==> config.mk <==
export PLATFORM = sky130hd
export DESIGN_NAME = pixel_engine_register_block_top
export DESIGN_NICKNAME = d
export VERILOG_FILES = /design/src/rtl/perb_pkg.sv /design/src/rtl/perb_ctrl.sv /design/src/rtl/perb_datapath.sv /design/src/rtl/pixel_engine_register_block_top.sv
export SDC_FILE = /design/constraint.sdc
export NUM_CORES = 1
export LEC_CHECK = 0
export BUFFER_PORTS_ARGS = -buffer_cell sky130_fd_sc_hd__buf_2
export CELL_PAD_IN_SITES_DETAIL_PLACEMENT = 1
export CELL_PAD_IN_SITES_GLOBAL_PLACEMENT = 1
export CORE_ASPECT_RATIO = 1.25
export CORE_MARGIN = 2
export CORE_UTILIZATION = 41
export DETAILED_ROUTE_END_ITERATION = 10
export HOLD_SLACK_MARGIN = 0.03
export PLACE_DENSITY = 0.85
export SYNTH_ARGS = -nofsm -noshare
export SYNTH_HDL_FRONTEND = slang
export SYNTH_HIERARCHICAL = 1
export SYNTH_SLANG_ARGS = --single-unit
==> constraint.sdc <==
create_clock -name clk -period 3.26 [get_ports clk]
set_clock_uncertainty 0.05 [all_clocks]
set_input_delay 0.326 -clock clk [delete_from_list [all_inputs] [get_ports clk]]
set_output_delay 0.326 -clock clk [all_outputs]
set_load 0.1 [all_outputs]
==> src/rtl/perb_pkg.sv <==
// package for the pixel-engine register block: operation codes, register
// indexes, bounding-box constants and the controller command type
// no dependencies
`timescale 1ns / 1ps

package perb_pkg;

  localparam int OP_W    = 3;
  localparam int IDX_W   = 4;
  localparam int DATA_W  = 16;
  localparam int SIDES   = 4;
  localparam int SIDE_W  = $clog2(SIDES);
  localparam int S_TDATA_W = 24;  // reg_index + write_data + token_ack, byte padded
  localparam int M_TDATA_W = 24;  // read_data + three flags, byte padded

  typedef enum logic [OP_W-1:0] {
    OP_READ   = 3'd0,
    OP_WRITE  = 3'd1,
    OP_TOKEN  = 3'd2,
    OP_FINISH = 3'd3,
    OP_BOX    = 3'd4,
    OP_CLEAR  = 3'd5
  } op_t;

  localparam logic [IDX_W-1:0] IDX_DEPTH      = 4'd0;
  localparam logic [IDX_W-1:0] IDX_BLEND      = 4'd1;
  localparam logic [IDX_W-1:0] IDX_DEST_ALPHA = 4'd2;
  localparam logic [IDX_W-1:0] IDX_ALPHA_MODE = 4'd3;
  localparam logic [IDX_W-1:0] IDX_ALPHA_READ = 4'd4;
  localparam logic [IDX_W-1:0] IDX_CTRL       = 4'd5;
  localparam logic [IDX_W-1:0] IDX_TOKEN      = 4'd6;
  localparam logic [IDX_W-1:0] IDX_BOX_LEFT   = 4'd7;
  localparam logic [IDX_W-1:0] IDX_BOX_RIGHT  = 4'd8;
  localparam logic [IDX_W-1:0] IDX_BOX_TOP    = 4'd9;
  localparam logic [IDX_W-1:0] IDX_BOX_BOTTOM = 4'd10;

  // ctrl register bits
  localparam int CTRL_TOKEN_EN  = 0;
  localparam int CTRL_FINISH_EN = 1;
  localparam int CTRL_TOKEN_CLR = 2;
  localparam int CTRL_FINISH_CLR = 3;

  // clear mask bits
  localparam int CLR_TOKEN  = 0;
  localparam int CLR_FINISH = 1;

  localparam logic [DATA_W-1:0] UNKNOWN_READ = 16'd1;

  // side order: left, right, top, bottom
  localparam logic [SIDES-1:0][DATA_W-1:0] BOX_LIMIT =
    {16'd479, 16'd478, 16'd607, 16'd606};
  localparam logic [SIDES-1:0][DATA_W-1:0] BOX_RESET =
    {16'h00A0, 16'h0080, 16'h00A0, 16'h0080};

  typedef struct packed {
    logic exec;  // capture the incoming word and update state
  } perb_cmd_t;

endpackage

==> src/rtl/perb_ctrl.sv <==
// controller for the pixel-engine register block: input/output handshake
// and the output register occupancy; uses perb_pkg
`timescale 1ns / 1ps

module perb_ctrl
  import perb_pkg::*;
(
  input  logic      clk,
  input  logic      rst,
  input  logic      s_tvalid,
  output logic      s_tready,
  output logic      m_tvalid,
  input  logic      m_tready,
  output perb_cmd_t cmd
);

  typedef enum logic [1:0] {
    ST_EMPTY = 2'b01,
    ST_FULL  = 2'b10
  } state_t;

  state_t state, state_next;
  logic   accept;

  // the output word can be replaced in the cycle it is taken
  assign s_tready = (state == ST_EMPTY) || m_tready;
  assign accept   = s_tvalid && s_tready;
  assign m_tvalid = (state == ST_FULL);
  assign cmd.exec = accept;

  always_comb begin
    state_next = state;
    case (state)
      ST_EMPTY: begin
        if (accept) state_next = ST_FULL;
      end
      ST_FULL: begin
        if (m_tready && !accept) state_next = ST_EMPTY;
      end
      default: state_next = ST_EMPTY;
    endcase
  end

  always_ff @(posedge clk) begin
    if (rst) begin
      state <= ST_EMPTY;
    end else begin
      state <= state_next;
    end
  end

  a_accept_fills: assert property (@(posedge clk) disable iff (rst)
    accept |=> m_tvalid)
    else $error("accepted word did not produce a result");

  a_drain_empties: assert property (@(posedge clk) disable iff (rst)
    (m_tvalid && m_tready && !s_tvalid) |=> !m_tvalid)
    else $error("result repeated after being taken");

  a_ready_when_empty: assert property (@(posedge clk) disable iff (rst)
    !m_tvalid |-> s_tready)
    else $error("input stalled with empty output register");

endmodule

==> src/rtl/perb_datapath.sv <==
// datapath for the pixel-engine register block: register file, pending
// flags, bounding box and the output word register; uses perb_pkg
`timescale 1ns / 1ps

module perb_datapath
  import perb_pkg::*;
(
  input  logic              clk,
  input  logic              rst,
  input  perb_cmd_t         cmd,
  input  logic [OP_W-1:0]   op,
  input  logic [IDX_W-1:0]  reg_index,
  input  logic [DATA_W-1:0] write_data,
  input  logic              token_ack,
  output logic [DATA_W-1:0] read_data,
  output logic              token_irq,
  output logic              finish_irq,
  output logic              box_active
);

  logic [DATA_W-1:0] depth_conf, depth_conf_next;
  logic [DATA_W-1:0] blend_conf, blend_conf_next;
  logic [DATA_W-1:0] dest_alpha_conf, dest_alpha_conf_next;
  logic [DATA_W-1:0] alpha_mode_conf, alpha_mode_conf_next;
  logic [DATA_W-1:0] alpha_read_conf, alpha_read_conf_next;
  logic              token_enable, token_enable_next;
  logic              finish_enable, finish_enable_next;
  logic              token_pending, token_pending_next;
  logic              finish_pending, finish_pending_next;
  logic [DATA_W-1:0] token_value, token_value_next;
  logic [SIDES-1:0][DATA_W-1:0] box_sides, box_sides_next;
  logic              box_active_flag, box_active_flag_next;
  logic [DATA_W-1:0] rd;

  logic [SIDE_W-1:0] rd_side;
  logic [DATA_W-1:0] box_raw, box_clamped;

  // bbox read index 7..10 maps to side 0..3
  assign rd_side     = reg_index[SIDE_W-1:0] + SIDE_W'(1);
  assign box_raw     = box_sides[rd_side];
  assign box_clamped = (box_raw > BOX_LIMIT[rd_side]) ? BOX_LIMIT[rd_side] : box_raw;

  always_comb begin
    depth_conf_next      = depth_conf;
    blend_conf_next      = blend_conf;
    dest_alpha_conf_next = dest_alpha_conf;
    alpha_mode_conf_next = alpha_mode_conf;
    alpha_read_conf_next = alpha_read_conf;
    token_enable_next    = token_enable;
    finish_enable_next   = finish_enable;
    token_pending_next   = token_pending;
    finish_pending_next  = finish_pending;
    token_value_next     = token_value;
    box_sides_next       = box_sides;
    box_active_flag_next = box_active_flag;
    rd                   = '0;
    case (op_t'(op))
      OP_READ: begin
        case (reg_index)
          IDX_DEPTH:      rd = depth_conf;
          IDX_BLEND:      rd = blend_conf;
          IDX_DEST_ALPHA: rd = dest_alpha_conf;
          IDX_ALPHA_MODE: rd = alpha_mode_conf;
          IDX_ALPHA_READ: rd = alpha_read_conf;
          IDX_CTRL:       rd = {14'd0, finish_enable, token_enable};
          IDX_TOKEN:      rd = token_value;
          IDX_BOX_LEFT, IDX_BOX_RIGHT, IDX_BOX_TOP, IDX_BOX_BOTTOM: begin
            // left/top even, right/bottom odd
            rd = {box_clamped[DATA_W-1:1], rd_side[0]};
            box_active_flag_next = 1'b0;
          end
          default:        rd = UNKNOWN_READ;
        endcase
      end
      OP_WRITE: begin
        case (reg_index)
          IDX_DEPTH:      depth_conf_next      = write_data;
          IDX_BLEND:      blend_conf_next      = write_data;
          IDX_DEST_ALPHA: dest_alpha_conf_next = write_data;
          IDX_ALPHA_MODE: alpha_mode_conf_next = write_data;
          IDX_ALPHA_READ: alpha_read_conf_next = write_data;
          IDX_CTRL: begin
            token_enable_next  = write_data[CTRL_TOKEN_EN];
            finish_enable_next = write_data[CTRL_FINISH_EN];
            if (write_data[CTRL_TOKEN_CLR])  token_pending_next  = 1'b0;
            if (write_data[CTRL_FINISH_CLR]) finish_pending_next = 1'b0;
          end
          default: ;
        endcase
      end
      OP_TOKEN: begin
        token_value_next = write_data;
        if (token_ack) token_pending_next = 1'b1;
      end
      OP_FINISH: finish_pending_next = 1'b1;
      OP_BOX: begin
        if (reg_index[IDX_W-1:SIDE_W] == '0) begin
          box_sides_next[reg_index[SIDE_W-1:0]] = write_data;
          box_active_flag_next = 1'b1;
        end
      end
      OP_CLEAR: begin
        if (write_data[CLR_TOKEN])  token_pending_next  = 1'b0;
        if (write_data[CLR_FINISH]) finish_pending_next = 1'b0;
      end
      default: ;
    endcase
  end

  always_ff @(posedge clk) begin
    if (rst) begin
      depth_conf      <= '0;
      blend_conf      <= '0;
      dest_alpha_conf <= '0;
      alpha_mode_conf <= '0;
      alpha_read_conf <= '0;
      token_enable    <= 1'b0;
      finish_enable   <= 1'b0;
      token_pending   <= 1'b0;
      finish_pending  <= 1'b0;
      token_value     <= '0;
      box_sides       <= BOX_RESET;
      box_active_flag <= 1'b0;
    end else if (cmd.exec) begin
      depth_conf      <= depth_conf_next;
      blend_conf      <= blend_conf_next;
      dest_alpha_conf <= dest_alpha_conf_next;
      alpha_mode_conf <= alpha_mode_conf_next;
      alpha_read_conf <= alpha_read_conf_next;
      token_enable    <= token_enable_next;
      finish_enable   <= finish_enable_next;
      token_pending   <= token_pending_next;
      finish_pending  <= finish_pending_next;
      token_value     <= token_value_next;
      box_sides       <= box_sides_next;
      box_active_flag <= box_active_flag_next;
    end
  end

  // output word, flags sampled after the update
  always_ff @(posedge clk) begin
    if (cmd.exec) begin
      read_data  <= rd;
      token_irq  <= token_pending_next && token_enable_next;
      finish_irq <= finish_pending_next && finish_enable_next;
      box_active <= box_active_flag_next;
    end
  end

  a_ctrl_read_narrow: assert property (@(posedge clk) disable iff (rst)
    (cmd.exec && op == OP_READ && reg_index == IDX_CTRL)
      |=> read_data[DATA_W-1:2] == '0)
    else $error("ctrl read returned clear bits");

  a_box_read_clears: assert property (@(posedge clk) disable iff (rst)
    (cmd.exec && op == OP_READ && (reg_index == IDX_BOX_LEFT ||
     reg_index == IDX_BOX_RIGHT || reg_index == IDX_BOX_TOP ||
     reg_index == IDX_BOX_BOTTOM)) |=> (!box_active && !box_active_flag))
    else $error("bbox read left box active set");

  a_clear_all: assert property (@(posedge clk) disable iff (rst)
    (cmd.exec && op == OP_CLEAR && write_data[CLR_TOKEN] && write_data[CLR_FINISH])
      |=> (!token_pending && !finish_pending))
    else $error("clear of both pending flags failed");

endmodule

==> src/rtl/pixel_engine_register_block_top.sv <==
// top level of the pixel-engine register block: controller and datapath
// depends on perb_pkg, perb_ctrl and perb_datapath
//
//   channel  | signals                          | payload
//   ---------+----------------------------------+-------------------------------
//   input    | s_tvalid s_tready s_tdata s_tuser | op in tuser, index/data/ack
//   output   | m_tvalid m_tready m_tdata         | read data and three flags
//
// one word per cycle while the sink is ready; each accepted word is decoded and
// its result lands in the output register in the cycle after it is accepted
// the output register is replaced in the cycle its word is taken, which
// keeps the rate at one word per clock while the sink is ready
// a stalled sink holds the output word and stalls the input
// rst is synchronous: config and flags to zero, box sides to 128/160/128/160
`timescale 1ns / 1ps

module pixel_engine_register_block_top
  import perb_pkg::*;
(
  input  logic                 clk,
  input  logic                 rst,
  input  logic                 s_tvalid,
  output logic                 s_tready,
  input  logic [S_TDATA_W-1:0] s_tdata,  // [3:0] reg_index, [19:4] write_data,
                                         // [20] token_ack, [23:21] zero
  input  logic [OP_W-1:0]      s_tuser,  // [2:0] op
  output logic                 m_tvalid,
  input  logic                 m_tready,
  output logic [M_TDATA_W-1:0] m_tdata   // [15:0] read_data, [16] token_irq,
                                         // [17] finish_irq, [18] box_active,
                                         // [23:19] zero
);

  perb_cmd_t         cmd;
  logic [DATA_W-1:0] read_data;
  logic              token_irq;
  logic              finish_irq;
  logic              box_active;

  perb_ctrl u_ctrl (
    .clk      (clk),
    .rst      (rst),
    .s_tvalid (s_tvalid),
    .s_tready (s_tready),
    .m_tvalid (m_tvalid),
    .m_tready (m_tready),
    .cmd      (cmd)
  );

  perb_datapath u_datapath (
    .clk        (clk),
    .rst        (rst),
    .cmd        (cmd),
    .op         (s_tuser),
    .reg_index  (s_tdata[IDX_W-1:0]),
    .write_data (s_tdata[IDX_W+DATA_W-1:IDX_W]),
    .token_ack  (s_tdata[IDX_W+DATA_W]),
    .read_data  (read_data),
    .token_irq  (token_irq),
    .finish_irq (finish_irq),
    .box_active (box_active)
  );

  assign m_tdata = {(M_TDATA_W-DATA_W-3)'(0), box_active, finish_irq, token_irq, read_data};

endmodule

## Yosys cells after proc, flatten, opt, wreduce, memory -nomap -nowiden

Index checks and enable logic that the tools add are counted.

- $add $sub $neg: 1
- Order comparisons: 4
- Eq/ne operators: 19
- Muxes and demuxes: 28
- Reductions and logical operators: 19

Operators by type and width:

| kind | number |
|---|---|
| $pmux W16 S8 | 1 |
| $bmux W16 S2 | 2 |
| $bwmux W64 | 1 |
| $mux W16 | 4 |
| $demux W16 S2 | 1 |
| $reduce_and A3 Y1 | 6 |
| $eq A4 B3 Y1 const B | 4 |
| $gt A16 B16 Y1 | 1 |
| $mux W1 | 13 |
| $eq A4 B4 Y1 const B | 3 |
| $eq A4 B2 Y1 const B | 2 |
| $eq A3 B2 Y1 const B | 2 |
| $eq A3 B3 Y1 const B | 2 |
| $lt A2 B3 Y1 const B | 2 |
| $pmux W1 S3 | 2 |
| $logic_and A1 B1 Y1 | 5 |
| $eq A4 B1 Y1 const B | 1 |
| $logic_not A4 Y1 | 1 |
| $mux W2 | 2 |
| $ne A2 B1 Y1 const B | 2 |
| $pmux W2 S2 | 1 |
| $reduce_and A2 Y1 | 2 |
| $reduce_or A4 Y1 | 1 |
| $eq A3 B1 Y1 const B | 1 |
| other kinds (9) | 9 |

- Register bits: 186
- Input bits: 31
- Output and inout bits: 26
- Word-level logic and storage cells: 91

## Logic depth before layout (Yosys ltp)

- Depth in word-level cells: 7
- Depth in mapped cells: 14
- Gate-level depth less buffers: 11

## Modules after synthesis

Netlist, hierarchy kept.

By module, submodules not included:

| module | instances | cells each | area each (sq um) | sequential area each (sq um) |
|---|---|---|---|---|
| perb_datapath | 1 | 962 | 7783.7 | 3873.7 |
| perb_ctrl | 1 | 10 | 105.1 | 40.0 |
| pixel_engine_register_block_top | 1 | 9 | 63.8 | 0.0 |

## Worst setup path before layout

No wires, ideal clock.

- Path type: reg-to-reg
- Start point: register u_ctrl.state[0]
- End point: register u_datapath.alpha_mode_conf[10]
- Setup time: 0.070 ns
- Arrival time: 3.332 ns
- Required time: 3.140 ns
- Path slack: -0.193 ns
- Cell stages (with the launch flop): 12
- Path buffers: 4
- Period minus slack after synthesis: 3.453 ns
- Cells stage by stage: dfxtp_1 nor2b_4 or2_1 and2_1 clkbuf_1 and2_1 clkbuf_1 and2_1 clkbuf_1 clkbuf_1 nand2_1 a21oi_1

- Cells in the longest elaborated chain, start to end: 4

RTL lines:

| item | RTL line | RTL |
|---|---|---|
| from (decl) | perb_ctrl.sv:22 | `state_t state, state_next;` |
| from (signal assigned) | perb_ctrl.sv:48 | `state <= state_next;` |
| $eq A2 B1 Y1 | perb_ctrl.sv:26 | `assign s_tready = (state == ST_EMPTY) \|\| m_tready;` |
| $logic_or A1 B1 Y1 | perb_ctrl.sv:26 |  |
| named net s_tready | pixel_engine_register_block_top.sv:23 | `output logic s_tready,` |
| $logic_and A1 B1 Y1 | perb_ctrl.sv:27 | `assign accept = s_tvalid && s_tready;` |
| named net cmd | pixel_engine_register_block_top.sv:34 | `perb_cmd_t cmd;` |
| $reduce_and A3 Y1 (no line) | - |  |
| to (signal assigned) | perb_datapath.sv:128 | `alpha_mode_conf <= alpha_mode_conf_next;` |
| to (decl) | perb_datapath.sv:24 | `logic [DATA_W-1:0] alpha_mode_conf, alpha_mode_conf_next;` |

The timed path passes the listed nets, and every way through them passes these cells.
A chain may end at the register's enable or synchronous reset.

## Final worst setup path

- Start point: register u_ctrl.state[0]
- End point: register u_datapath/box_sides[2] (netlist bit)

- Cells in the longest elaborated chain, start to end: 4

RTL lines:

| item | RTL line | RTL |
|---|---|---|
| $eq A2 B1 Y1 | perb_ctrl.sv:26 |  |
| $logic_or A1 B1 Y1 | perb_ctrl.sv:26 |  |
| $logic_and A1 B1 Y1 | perb_ctrl.sv:27 |  |
| named net cmd | pixel_engine_register_block_top.sv:34 |  |
| $reduce_and A3 Y1 (no line) | - |  |
| to (signal assigned) | perb_datapath.sv:135 | `box_sides <= box_sides_next;` |
| to (decl) | perb_datapath.sv:31 | `logic [SIDES-1:0][DATA_W-1:0] box_sides, box_sides_next;` |

The timed path passes the listed nets, and every way through them passes these cells.

==> flow_summary_export.csv <==
group,metric,value,unit
worst_setup_path,cp_cell_sequence,"nor2b_4 > or2_2 > and2_1 > buf_4 > and3_1 > and2_1 > nand2_1 > a21oi_1",
worst_setup_path,critPathArrivalTime,3.08,ns
place,pre_cts_ws,0.176,ns
timing,hold-worst-slack,0.112,ns
run_status,status,"finished, final reports clean",
synth,async_flop_share,0,
finish,final_common_cell,"nand2_1",
worst_setup_path,cpMostUsedCell,"and2_1",
floorplan,fp.dieW,129,µm
floorplan,die-area,0.0205,mm²
worst_hold_path,holdPathStages,3,
worst_setup_path,cp_slowest_cell,"and2_1",
finish,nets,1016,
timing,hold_viol_final,0,
synth,ys.flop_type,"dfxtp_1",
worst_setup_path,worstSetupPathDepth,8,
power_and_ir_drop,ir_drop,0.286,mV
worst_setup_path,path_max_fanout,21,
place,port_buffers,48,
clock_network,clkSinkCount,186,
route,routed_wl,24800,µm
route,vias,7163,
flow_run,maxCapViolCount,0,
synth,avgSynthCellArea,8.11,µm²
clock_network,htreeDepth,4,
worst_setup_path,required,3.57,ns
route,via_per_inst,5.85,
power_and_ir_drop,p_per_area,543,mW/mm²
timing,slew_headroom,0.422,
clock_network,cts_hold_buf,0,
worst_setup_path,max_stage_delay,0.64,ns
timing,setup_violations,0,
clock_network,clockBufferDepth,2,
worst_setup_path,worstRegToRegCells,8,
timing,slew_viol_final,0,
timing,rsz0062_at_grt,"false",
worst_hold_path,holdCritPathClass,"in2reg",
synth,synth_edf_count,19,
worst_hold_path,min_from,"s_tvalid",
floorplan,rows,56,
synth,yosysWarnings,6,
floorplan,ios,57,
global_routing,track_usage,0.248,
synth,yosysSeqAreaShare,0.492,
clock_network,cts_made_buffers,17,
timing,final.min_clock_period,2.77,ns
timing,min_period_over_period,0.849,
synth,synth.distinct_cells,58,
finish,drive_gt1_frac,0.119,
clock_network,cts_root_buffer,"clkbuf_16",
timing,max_freq,361,MHz
synth,ys_seq_elements,186,
worst_setup_path,path_buf_inv,1,
global_routing,grt_max_degree,110,
place,hpwlAfterDp,16100,µm
global_routing,grt_pass1_wl,39900,µm
clock_network,path_clk_slew,0.07,ns
route,initialDrtViolationCount,399,
worst_setup_path,crit-reg2reg-launch,"u_ctrl/state[0]",
worst_setup_path,start_kind,"register",
worst_setup_path,worstSetupPathType,"reg2reg",
route,firstDrtPassIters,6,
power_and_ir_drop,p_leak,3.01,nW
global_routing,antenna_found_initial,1,
route,drc,0,
timing,finalSetupTns,0,ns
clock_network,cts_resized,0,
worst_setup_path,cp_top_family,"simple AND/OR/NAND/NOR gates",
floorplan,start_util,0.420,
worst_setup_path,critPathCaptureType,"register",
worst_setup_path,worstSetupStartpoint,"u_ctrl/state[0]",
route,wl_per_cell,20.3,µm
clock_network,tritoncts,"yes",
timing,setup_ws,0.492,ns
floorplan,core_region_area,0.0189,mm²
timing,tightestPinTransition,0.868,ns
global_routing,grt_pass1_vias,7575,
synth,synth_area,0.00795,mm²
place,gp_congestion,0.845,
finish,syn2layout_area_growth,11.2,%
synth,synthCells,981,
power_and_ir_drop,finalPower,4.80,mW
floorplan,die_y,160,µm
finish,final_cell_mix,"nand2_1 (342), dfxtp_1 (167), a21oi_1 (162)",
global_routing,grt_overflow_total,0,
clock_network,clk_latency,0.44,ns
finish,n_fill_cell,2281,
clock_network,cts_setup_buffers,0,
route,ant_nets,0,
-- cells by family (layout without fill, tap and decap cells) --
group	count (synthesis)	after routing	share of synthesized area
and+or+nand+nor	424	424	0.224
AOI/OAI and AO/OA	245	245	0.182
DFF	186	186	0.492
buffers and inverters	100	106	0.0527
muxes	18	18	0.0381
adders and majority gates	7	7	0.0110
other	1	6	0.000472
-- layer usage --
metal  up-vias  share of wire  track usage
li1       3314              -            -
met1      3589           0.40        0.288
met2       203           0.52        0.441
met3        57          0.046       0.0476
met4         0          0.034        0.108
met5         -              0            0
-- worst register-to-register path: stages (launching register included) --
cell and delay [ns]:
dfxtp_1 0.34, nor2b_4 0.17, or2_2 0.13, and2_1 0.27, buf_4 0.40, and3_1 0.37, and2_1 0.64, nand2_1 0.14
a21oi_1 0.17
-- path summary, 6_finish.rpt --
kind	to	slack, ns
max	u_datapath/box_sides[2]	0.49
min	u_ctrl/state[1]	0.11
max reg2reg	u_datapath/box_sides[2]	0.49
min reg2reg	u_datapath/box_sides[30]	0.41
-- cell type report --
class                           count  area [µm²]  area share
Sequential cell                   186        3910       0.442
Multi-Input combinational cell    699        3630       0.411
Clock buffer                       19         443      0.0501
Timing Repair Buffer               68         405      0.0458
Tap cell                          232         290      0.0328
Clock inverter                     13         133      0.0150
Inverter                            6        22.5     0.00255
Antenna cell                        1        2.50    0.000283
-- power breakdown --
group	total [mW]	leakage, nW	internal [mW]	switching [mW]
clock network	2.06	0.283	1.10	0.960
logic	0.400	1.19	0.0822	0.318
registers	2.34	1.54	2.33	0.0118
total	4.80	3.01	3.51	1.29
-- cells in the mapped netlist (3+ instances only) --
cell type | number | share of area
a221oi_1 | 4 | 0.0044
a222oi_1 | 3 | 0.0038
a22oi_1 | 35 | 0.033
and3_1 | 3 | 0.0024
nor2_1 | 17 | 0.0080
nand3b_1 | 7 | 0.0066
inv_1 | 6 | 0.0028
nand2_1 | 342 | 0.16
and2_1 | 18 | 0.014
ha_1 | 7 | 0.011
clkbuf_1 | 82 | 0.039
nand3_1 | 9 | 0.0057
a21oi_1 | 162 | 0.10
o21ai_0 | 9 | 0.0057
a31oi_1 | 10 | 0.0079
mux4_2 | 7 | 0.020
edfxtp_1 | 19 | 0.072
nor4_1 | 5 | 0.0039
buf_4 | 9 | 0.0085
dfxtp_1 | 167 | 0.42
mux2i_1 | 7 | 0.0088
nand4_1 | 3 | 0.0024
-- through the flow --
stage,utilization,instance area (µm²),std cells
global placement,0.437,8270,1191
floorplan,-,7970,985
detailed placement,0.437,8270,1191
CTS,0.467,8840,1223
finish,0.468,8840,1224
global route,0.468,8840,1224
-- sequential cells by signal, summed over array words and instances (netlist names), 2 cells and up --
register and cells:
u_datapath/dest_alpha_conf 16, u_datapath/box_sides 64, u_datapath/depth_conf 16, u_ctrl/state 2
u_datapath/blend_conf 16, u_datapath/alpha_mode_conf 16, u_datapath/token_value 16, u_datapath/alpha_read_conf 16
u_datapath/read_data 16
(Power assumes the default switching activity.)
